$ cat config.mk
export PLATFORM = sky130hd
export DESIGN_NAME = stkvm_ram
export DESIGN_NICKNAME = d
export VERILOG_FILES = /design/src/rtl/stkvm_ram.sv
export SDC_FILE = /design/constraint.sdc
export NUM_CORES = 1
export LEC_CHECK = 0
export ABC_AREA = 0
export BUFFER_PORTS_ARGS = -buffer_cell sky130_fd_sc_hd__buf_2
export CORE_MARGIN = 4
export CORE_UTILIZATION = 45
export DETAILED_ROUTE_END_ITERATION = 16
export GPL_TIMING_DRIVEN = 0
export PLACE_DENSITY = 0.73
export SETUP_SLACK_MARGIN = 0.05
export SLEW_MARGIN = 20
export SYNTH_ARGS = -nofsm -noshare
export SYNTH_HDL_FRONTEND = slang
export SYNTH_SLANG_ARGS = --single-unit
$ cat constraint.sdc
create_clock -name clk -period 4.9 [get_ports clk]
set_input_delay 0.98 -clock clk [delete_from_list [all_inputs] [get_ports clk]]
set_output_delay 0.98 -clock clk [all_outputs]
set_load 0.005 [all_outputs]
$ cat src/rtl/stkvm_ram.sv
// stkvm_ram: generic single write port ram with one registered read port
// no dependencies
module stkvm_ram #(
    parameter int WIDTH = 32,
    parameter int DEPTH = 16,
    parameter int AW    = (DEPTH > 1) ? $clog2(DEPTH) : 1
) (
    input  logic             clk,
    input  logic             we,
    input  logic [AW-1:0]    waddr,
    input  logic [WIDTH-1:0] wdata,
    input  logic [AW-1:0]    raddr,
    output logic [WIDTH-1:0] rdata
);

    logic [WIDTH-1:0] mem [DEPTH];

    always_ff @(posedge clk)
    begin
        if (we)
        begin
            mem[waddr] <= wdata;
        end
        rdata <= mem[raddr];
    end

endmodule

==> impl_metrics.toml <==
[floorplan]
pin_count = 74
initial_core_util = 0.4579
die_width_um = 218.0
dieArea_sq_um = 47540
core_sq_um = 43360
fp.dieH_um = 218.0
placementRows = 76

[cts]
postCtsSetupBuffers = 0
cts.repair.resized = 0
max-clock-path-buffers = 3
hold_buffers = 0
root_buffer = "clkbuf_16"
htree_levels = 2
clock-sinks = 544
cts_buffers = 53
clkLatencyLatePin_ps = 580
cts_tree = "done"
path_clk_slew_ps = 60

[drt]
routed_wl_um = 43000
vias = 9402
drtAntennaViolNets = 0
drt_iter0_drc = 1310
drc = 0
via_per_inst = 5.786
routedWlPerCell_um = 26.46
dr.pass1.iters = 7

[power]
leakagePower_nw = 7.514
vdd_ir_drop_max_v = 0.0003064
power.density_nw_per_um2 = 417.5
power_mw = 9.735

[logic_synthesis]
synthTopCellsByArea = "edfxtp_1 77%, mux4_2 15%, dfxtp_1 3.2%"
yosysSeqAreaShare = 0.8067
muxShareOfSynthArea = 0.1452
synth_cells = 838
syn_nets = 880
synth-simple-area-share = 0.01273
synth.top_cell.area_share = 0.7744
ys_warn_count = 0
synthXorXnorAreaFrac = 0
syn_area_per_cell_sq_um = 23.69
synth_top_area_cell = "edfxtp_1"
yosysUniqueCellTypes = 18
synth-seq-cells = 544
synth-compound-area-share = 0.02420
synth_top_family_by_area = "multiplexers"
synth.cell_area_sq_um = 19850
synth_adder_area_share = 0

[critical_path]
end_kind = "flip-flop"
critPathTopFamily = "simple AND/OR/NAND/NOR gates"
crit_arrival_ps = 2740
crit_type = "input pin to flip-flop"
crit_buf_inv = 3
crit_path_max_incr_delay_ps = 590
cp_max_fo = 8
critPathSlowestCell = "or3b_2"
path_cells = "buf_2 > or3b_2 > nor3_2 > buf_6 > buf_4"
start_kind = "input pin"
required_ps = 5170

[finish]
drive_gt1_frac = 0.3282
syn_to_final_growth_pct = 17.44
fill_cells = 3263
most-common-layout-cells = "512 x edfxtp_1, 128 x mux4_2, 75 x buf_2, 64 x a22oi_1, 55 x clkbuf_16"
design_area_sq_um = 23320
layout.nets = 1040
layout_commonest_cell = "edfxtp_1"

[hold_path]
hold_path_class = "flip-flop to flip-flop"

[global_route]
grt_pass1_vias = 9813
grt_util_all_layers = 0.1852
grt_pass1_wl_um = 64850
busiest_layer = "met2"
grtUsageMet1 = 0.2716
met2_usage = 0.2936
grt-ovfl-total = 0
antenna_found_initial = 2
gr-usage-met3 = 0.03678
grt_max_degree = 21

[timing]
max_freq_ghz = 0.4058
hold_viol_final = 0
slew_headroom = 0.3752
period_share = 0.5029
worst_pin_slew_ps = 937.2
rsz0062_at_grt = "no"
slew_violations = 0
setup_viol = 0
post-route-min-period_ps = 2464
skew_ps = 14.45

[place]
gp_congestion = 0.7160
io_buffers = 71
placed_cell_area_sq_um = 21600
place_hpwl_um = 26470

[outcome]
status = "finished, final reports clean"

[job]
drv_cap = 0
==> worst paths after layout <==
kind,from,to,slack (ps),cells after the start
setup / recovery,waddr[2],mem[0][1],2440,5
hold / removal,mem[15][5],rdata[5],670,3
setup reg to reg,mem[3][22],rdata[22],3530,3
hold reg to reg,mem[15][5],rdata[5],670,3
==> through the flow <==
step | TNS (ps) | cells | worst slack (ps) | util | hold WS, ps
CTS | 0 | 1624 | 2463 | 0.5377 | 673.4
global route | 0 | 1624 | 2393 | 0.5377 | 707.9
floorplan | 0 | 838 | 740.4 | - | 634.9
global placement | -195910 | 1494 | -1635 | 0.4829 | 647.8
finish | 0 | 1625 | 2436 | 0.5377 | 668.1
detailed placement | 0 | 1528 | 1855 | 0.4980 | 658.8
==> area by class of cell <==
cell class | instances | area, sq um | share of cell area
Clock buffer | 65 | 1414 | 0.06064
Timing Repair Buffer | 105 | 899.6 | 0.03858
Tap cell | 585 | 732.0 | 0.03139
Clock inverter | 31 | 305.3 | 0.01309
Buffer | 43 | 222.7 | 0.009551
Antenna cell | 1 | 2.502 | 0.0001073
Multi-Input combinational cell | 251 | 3726 | 0.1598
Sequential cell | 544 | 16020 | 0.6868
==> cells by family after synthesis <==
kind of cell	after synthesis
AND/OR/NAND/NOR	59
AO/OA/AOI/OAI	64
flip-flops	544
buffers and inverters	43
multiplexers	128
==> power by group <==
group,switching [mW],internal [mW],total (mW),leakage (nW)
logic,0.278,0.199,0.477,1.78
clock network,1.67,2.36,4.03,0.834
registers,0.0266,5.20,5.23,4.89
==> flip-flops by register name, indices dropped and copies added, names as in the netlist <==
register	cells
mem	512
rdata	32
==> worst reg2reg max path, cell delays in order (launching register included) <==
cell      delay (ps)
edfxtp_1         380
mux4_2           470
a22oi_1          240
nand2_1          150
==> synth_stat cells (all sizes together) <==
cell type  number
and2            1
nand3b          2
nand3           1
nand2b          2
clkbuf         17
buf            26
dfxtp          32
mux4          128
nor3            4
nor2           13
nand2          33
a22oi          64
edfxtp        512
or3b            1
nor2b           2
==> metal layers <==
layer	share of wire	vias to the layer above	routed length [um]
met1	0.40	4970	17340
met2	0.49	455	20940
li1	-	3903	-
met3	0.091	70	3924
met5	0.00065	-	28
met4	0.018	4	759
(Power assumes the default switching activity.)
