File: src/rtl/stkvm_pkg.sv
// stkvm_pkg: shared constants, opcode and state types for the stack machine executor
// no dependencies
package stkvm_pkg;

    localparam int STACK_DEPTH_DEF = 1024;
    localparam int VAR_COUNT_DEF   = 256;
    localparam int CALL_DEPTH_DEF  = 64;
    localparam int ADDR_WIDTH_DEF  = 16;

    localparam int DATA_W      = 32;
    localparam int OPC_W       = 5;
    localparam int PLEN_W      = 16;
    localparam int NADDR_W     = 16;
    localparam int DEPTH_OUT_W = 11;

    typedef enum logic [OPC_W-1:0] {
        OP_PUSH_IMM  = 5'd0,
        OP_PUSH_VAR  = 5'd1,
        OP_POP_VAR   = 5'd2,
        OP_ADD       = 5'd3,
        OP_SUB       = 5'd4,
        OP_MUL       = 5'd5,
        OP_DIV       = 5'd6,
        OP_NEG       = 5'd7,
        OP_NOT       = 5'd8,
        OP_EQ        = 5'd9,
        OP_NE        = 5'd10,
        OP_LT        = 5'd11,
        OP_LE        = 5'd12,
        OP_GT        = 5'd13,
        OP_GE        = 5'd14,
        OP_AND       = 5'd15,
        OP_OR        = 5'd16,
        OP_JMP       = 5'd17,
        OP_JMP_FALSE = 5'd18,
        OP_LABEL     = 5'd19,
        OP_CALL      = 5'd20,
        OP_RET       = 5'd21,
        OP_HALT      = 5'd22,
        OP_DUP       = 5'd23,
        OP_SWAP      = 5'd24,
        OP_PRINT     = 5'd25
    } opcode_t;

    typedef enum logic [2:0] {
        ST_CLEAR,
        ST_IDLE,
        ST_EXEC,
        ST_DIV,
        ST_SWAP,
        ST_OUT
    } state_t;

endpackage

File: src/rtl/stkvm_div.sv
// stkvm_div: iterative signed 32-bit divider, one quotient bit per cycle
// depends on stkvm_pkg
module stkvm_div (
    input  logic                             clk,
    input  logic                             rst_n,
    input  logic                             start,
    input  logic [stkvm_pkg::DATA_W-1:0]     dividend,
    input  logic [stkvm_pkg::DATA_W-1:0]     divisor,
    output logic                             done,
    output logic [stkvm_pkg::DATA_W-1:0]     quotient
);

    localparam int W  = stkvm_pkg::DATA_W;
    localparam int CW = $clog2(W);

    logic          run_reg;
    logic          done_reg;
    logic [CW-1:0] cnt_reg;
    logic          neg_reg;
    logic          zero_reg;
    logic [W-1:0]  rem_reg;
    logic [W-1:0]  quo_reg;
    logic [W-1:0]  den_reg;
    logic [W:0]    shifted;
    logic [W:0]    trial;

    assign shifted = {rem_reg, quo_reg[W-1]};
    assign trial   = shifted - {1'b0, den_reg};

    always_ff @(posedge clk or negedge rst_n)
    begin
        if (!rst_n)
        begin
            run_reg  <= 1'b0;
            done_reg <= 1'b0;
            cnt_reg  <= '0;
        end
        else
        begin
            done_reg <= 1'b0;
            if (start)
            begin
                run_reg <= 1'b1;
                cnt_reg <= '0;
            end
            else if (run_reg)
            begin
                cnt_reg <= cnt_reg + CW'(1);
                if (cnt_reg == CW'(W - 1))
                begin
                    run_reg  <= 1'b0;
                    done_reg <= 1'b1;
                end
            end
        end
    end

    always_ff @(posedge clk)
    begin
        if (start)
        begin
            neg_reg  <= dividend[W-1] ^ divisor[W-1];
            zero_reg <= (divisor == '0);
            quo_reg  <= dividend[W-1] ? (W'(0) - dividend) : dividend;
            den_reg  <= divisor[W-1] ? (W'(0) - divisor) : divisor;
            rem_reg  <= '0;
        end
        else if (run_reg)
        begin
            if (!trial[W])
            begin
                rem_reg <= trial[W-1:0];
                quo_reg <= {quo_reg[W-2:0], 1'b1};
            end
            else
            begin
                rem_reg <= shifted[W-1:0];
                quo_reg <= {quo_reg[W-2:0], 1'b0};
            end
        end
    end

    assign done     = done_reg;
    assign quotient = zero_reg ? '0 : (neg_reg ? (W'(0) - quo_reg) : quo_reg);

endmodule

File: config.mk
export PLATFORM = sky130hd
export DESIGN_NAME = stkvm_div
export DESIGN_NICKNAME = d
export VERILOG_FILES = /design/src/rtl/stkvm_pkg.sv /design/src/rtl/stkvm_div.sv
export SDC_FILE = /design/constraint.sdc
export NUM_CORES = 1
export LEC_CHECK = 0
export ABC_AREA = 1
export BUFFER_PORTS_ARGS = -buffer_cell sky130_fd_sc_hd__buf_2
export CAP_MARGIN = 20
export CORE_ASPECT_RATIO = 1.25
export CORE_MARGIN = 1.5
export CORE_UTILIZATION = 61
export DETAILED_ROUTE_END_ITERATION = 7
export GPL_ROUTABILITY_DRIVEN = 0
export PLACE_DENSITY_LB_ADDON = 0.12
export SYNTH_ARGS = -nofsm -noshare
export SYNTH_HDL_FRONTEND = slang
export SYNTH_SLANG_ARGS = --single-unit
export TNS_END_PERCENT = 20
File: constraint.sdc
create_clock -name clk -period 2.9 [get_ports clk]
set_clock_uncertainty 0.15 [all_clocks]
set_input_delay 0.435 -clock clk [delete_from_list [all_inputs] [get_ports clk]]
set_output_delay 0.435 -clock clk [all_outputs]
set_load 0.05 [all_outputs]
==> qor.csv <==
stage;metric;value;unit
placed_design;post-detail-place hpwl;20.08;mm
setup_path;worst-path fanout max;4;
detailed_routing;drt wl/cell;14.00;µm
cts;CTS root buffer;clkbuf_16;
yosys;sequential area share after synthesis;0.2949;
yosys;Post-Synth Adder-Cell Area;0.05092;
timing;Max Freq;0.3400;GHz
power_and_ir_drop;Sw Ratio;0.3463;
setup_path;CP endpoint kind;output port;
power_and_ir_drop;P_leak;5.821;nW
yosys;Post-synth EDFFs;66;
timing;# setup viols final;2;
run_status;violated checks;setup timing;
timing;minimum clock period;2.941;ns
yosys;Syn Area/Cell;6.196;µm²
setup_path;Setup CP Type;register to output port;
power_and_ir_drop;Gate power share;0.289;
global_routing;global-route wire length before repair;42.17;mm
detailed_routing;via count;9926;
final_layout;commonest non-fill, non-tap cells in the layout;nand2_1, inv_1, nor2_1, nand3_1, buf_2;
floorplan;Die Area;16310;µm²
placed_design;port bufs;99;
setup_path;CP Launch Type;register;
yosys;#FFs+latches synth;105;
power_and_ir_drop;Psw;1.535;mW
yosys;async set-reset flop share out of synthesis;0.06667;
yosys;Netlist cell types;46;
worst_hold_path;worst min-delay path class;input pin to register;
final_layout;fillers;1291;
detailed_routing;TritonRoute pass-1 iters;5;
timing;fin. max-slew vios;0;
detailed_routing;drc violations;0;
detailed_routing;WL final;26.07;mm
run_status;status;finished with violations;
global_routing;GRT Resource Usage Total;0.3279;
power_and_ir_drop;Internal Pwr Total;2.898;mW
setup_path;worst path arrival time;2.36;ns
power_and_ir_drop;VDD IR-drop max;0.2993;mV
yosys;ys flop type;edfxtp_1;
power_and_ir_drop;Seq pwr share;0.407;
timing;worst slew pin tran;0.6340;ns
floorplan;CORE AREA;15080;µm²
yosys;mapped cell area;9485;µm²
global_routing;initial antenna violation count;4;
yosys;Synth Area in Compound Gates;0.08376;
yosys;Post-Syn Instances;1531;
setup_path;Critical-path top delay cell;edfxtp_1;
power_and_ir_drop;PwrDens;404.7;nW/µm²
final_layout;Area growth, synth to finish;15.47;%
global_routing;vias in the first global route;9403;
setup_path;Worst path max stage delay;0.38;ns
cts;clock tree from TritonCTS;built;
detailed_routing;initial DRC count;596;
yosys;Synth Area in XOR/XNOR;0.05355;
setup_path;Worst EP required;2.32;ns
timing;Hold Vio Cnt, Final;0;
yosys;largest family of logic cells by synthesized area;simple AND/OR/NAND/NOR gates;
cts;Clock Tree Buf Depth;2;
final_layout;register area;2798;µm²
floorplan;Rows;50;
final_layout;footprint of the multi-input gates;5554;µm²
setup_path;CP cell instances;inv_2, buf_4, nand3_2, nor2_4, nand3_2, nor2_4, nand2_2, nor2_1, nand2_1, o21ai_1, nor2_1, nor2_1, buf_6;
cts;Reg clk slew, reported paths;0.07;ns
power_and_ir_drop;clock power share;0.304;
yosys;Ys Warns;0;
yosys;Synthesized Nets;1636;
floorplan;Die Wd;114.5;µm
floorplan;starting density of the core;0.6291;
setup_path;Crit path top cell by count;nor2_1;
run;Max Cap Violations;0;
cts;H-tree levels;3;
final_layout;share of layout cells above drive strength 1;0.1434;
timing;post-route setup TNS;-0.04274;ns
timing;slack of the critical path;-0.04108;ns
cts;clk sinks;105;
yosys;mux contribution to synthesized area;0;
final_layout;fin cells;1863;
final_layout;commonest non-fill, non-tap cell in the layout;nand2_1;
timing;Hold Slack;0.1138;ns
floorplan;die height;142.4;µm
global_routing;total gr overflow;0;
timing;Relative slew margins;0.5773;
cts;Num CTS Buffers;9;
final_layout;Layout Nets;1753;
global_routing;largest net degree at the start of global routing;34;
cts;Clk Latency, worst-skew pair;0.36;ns
timing;period utilization;1.014;
floorplan;Top Ports;100;
yosys;Synth Area in Simple Gates;0.3765;
detailed_routing;vias per inst;5.328;
timing;unrepaired setup endpoints after global routing;true;
setup_path;delay-heaviest family, CP;simple AND/OR/NAND/NOR gates;
detailed_routing;post-route antenna net violation count;0;
placed_design;dpl cells;1834;
setup_path;Buf/Inv on CP;3;
-- timing repair --
item / CTS / global route
hold buffers: 1 / 0
buffers inserted: 2 / 8
hold endpoints to repair: 7 / 0
pin swaps: 7 / 12
resized for setup: 32 / 54
setup endpoints to repair: 12 / 49
-- cells in the mapped netlist (22+ instances only) --
cell | count | share of area
edfxtp_1 | 66 | 0.21
clkbuf_1 | 23 | 0.0091
nand2_1 | 488 | 0.19
nor3_1 | 38 | 0.020
inv_1 | 305 | 0.12
a21oi_1 | 52 | 0.027
nand3_1 | 111 | 0.059
xnor2_1 | 22 | 0.020
xor2_1 | 36 | 0.033
dfxtp_1 | 32 | 0.068
nor2_1 | 134 | 0.053
ha_1 | 37 | 0.049
o21ai_0 | 81 | 0.043
-- layer usage --
metal	vias up	part of all wire	wire, µm	GRT usage
met5	-	0	0	0
met4	0	0.059	1539	0.1862
met3	103	0.056	1453	0.05494
met2	362	0.51	13220	0.6083
met1	4445	0.38	9859	0.3470
li1	5016	-	-	-
-- per-stage QoR --
stage	utilization	cell area, µm²	power, mW	setup slack (ns)
final	0.7265	10950	4.432	-0.04108
after global routing	0.7263	10950	4.622	-0.1213
after CTS	0.7117	10730	4.351	-0.01105
after detailed placement	0.6825	10290	2.991	0.09066
after global placement	0.6825	10290	2.971	0.1663
after floorplan	-	9485	2.648	-0.05934
-- power by group through the flow --
stage / registers (mW) / logic, mW / clock network [mW]
3_5_place_dp: 1.83 / 1.16 / 0
5_1_grt: 1.82 / 1.40 / 1.40
3_3_place_gp: 1.83 / 1.15 / 0
2_1_floorplan: 1.81 / 0.842 / 0
6_report: 1.81 / 1.28 / 1.35
4_1_cts: 1.80 / 1.20 / 1.35
-- final cells by class --
cell class              instances  area share
multi-input cells            1086      0.5071
flip-flops and latches        105      0.2554
inverters                     309      0.1059
repair buffers                137     0.07814
well taps                     208     0.02376
clock buffers                  10     0.02090
clock inverters                 6    0.008339
diodes                          2   0.0004569
-- cell families after synthesis --
group	count (synthesis)
fa+ha+maj	38
simple gates	839
compound gates	151
flops	105
xor+xnor	58
buf+inv	340
-- path summary, 6_finish.rpt --
check	depth (start not counted)	slack [ns]	end	start
max in group asynchronous	2	2.16	cnt_reg[3]$_DFFE_PN0P_	rst_n
max reg2reg	18	0.10	rem_reg[7]$_SDFFE_PP0P_	quo_reg[31]$_DFFE_PP_
min in group asynchronous	2	0.28	done$_DFF_PN0_	rst_n
min	1	0.11	den_reg[0]$_DFFE_PP_	divisor[0]
min reg2reg	2	0.33	rem_reg[8]$_SDFFE_PP0P_	rem_reg[8]$_SDFFE_PP0P_
max	13	-0.04	quotient[21]	quo_reg[0]$_DFFE_PP_
(Power assumes the default switching activity.)
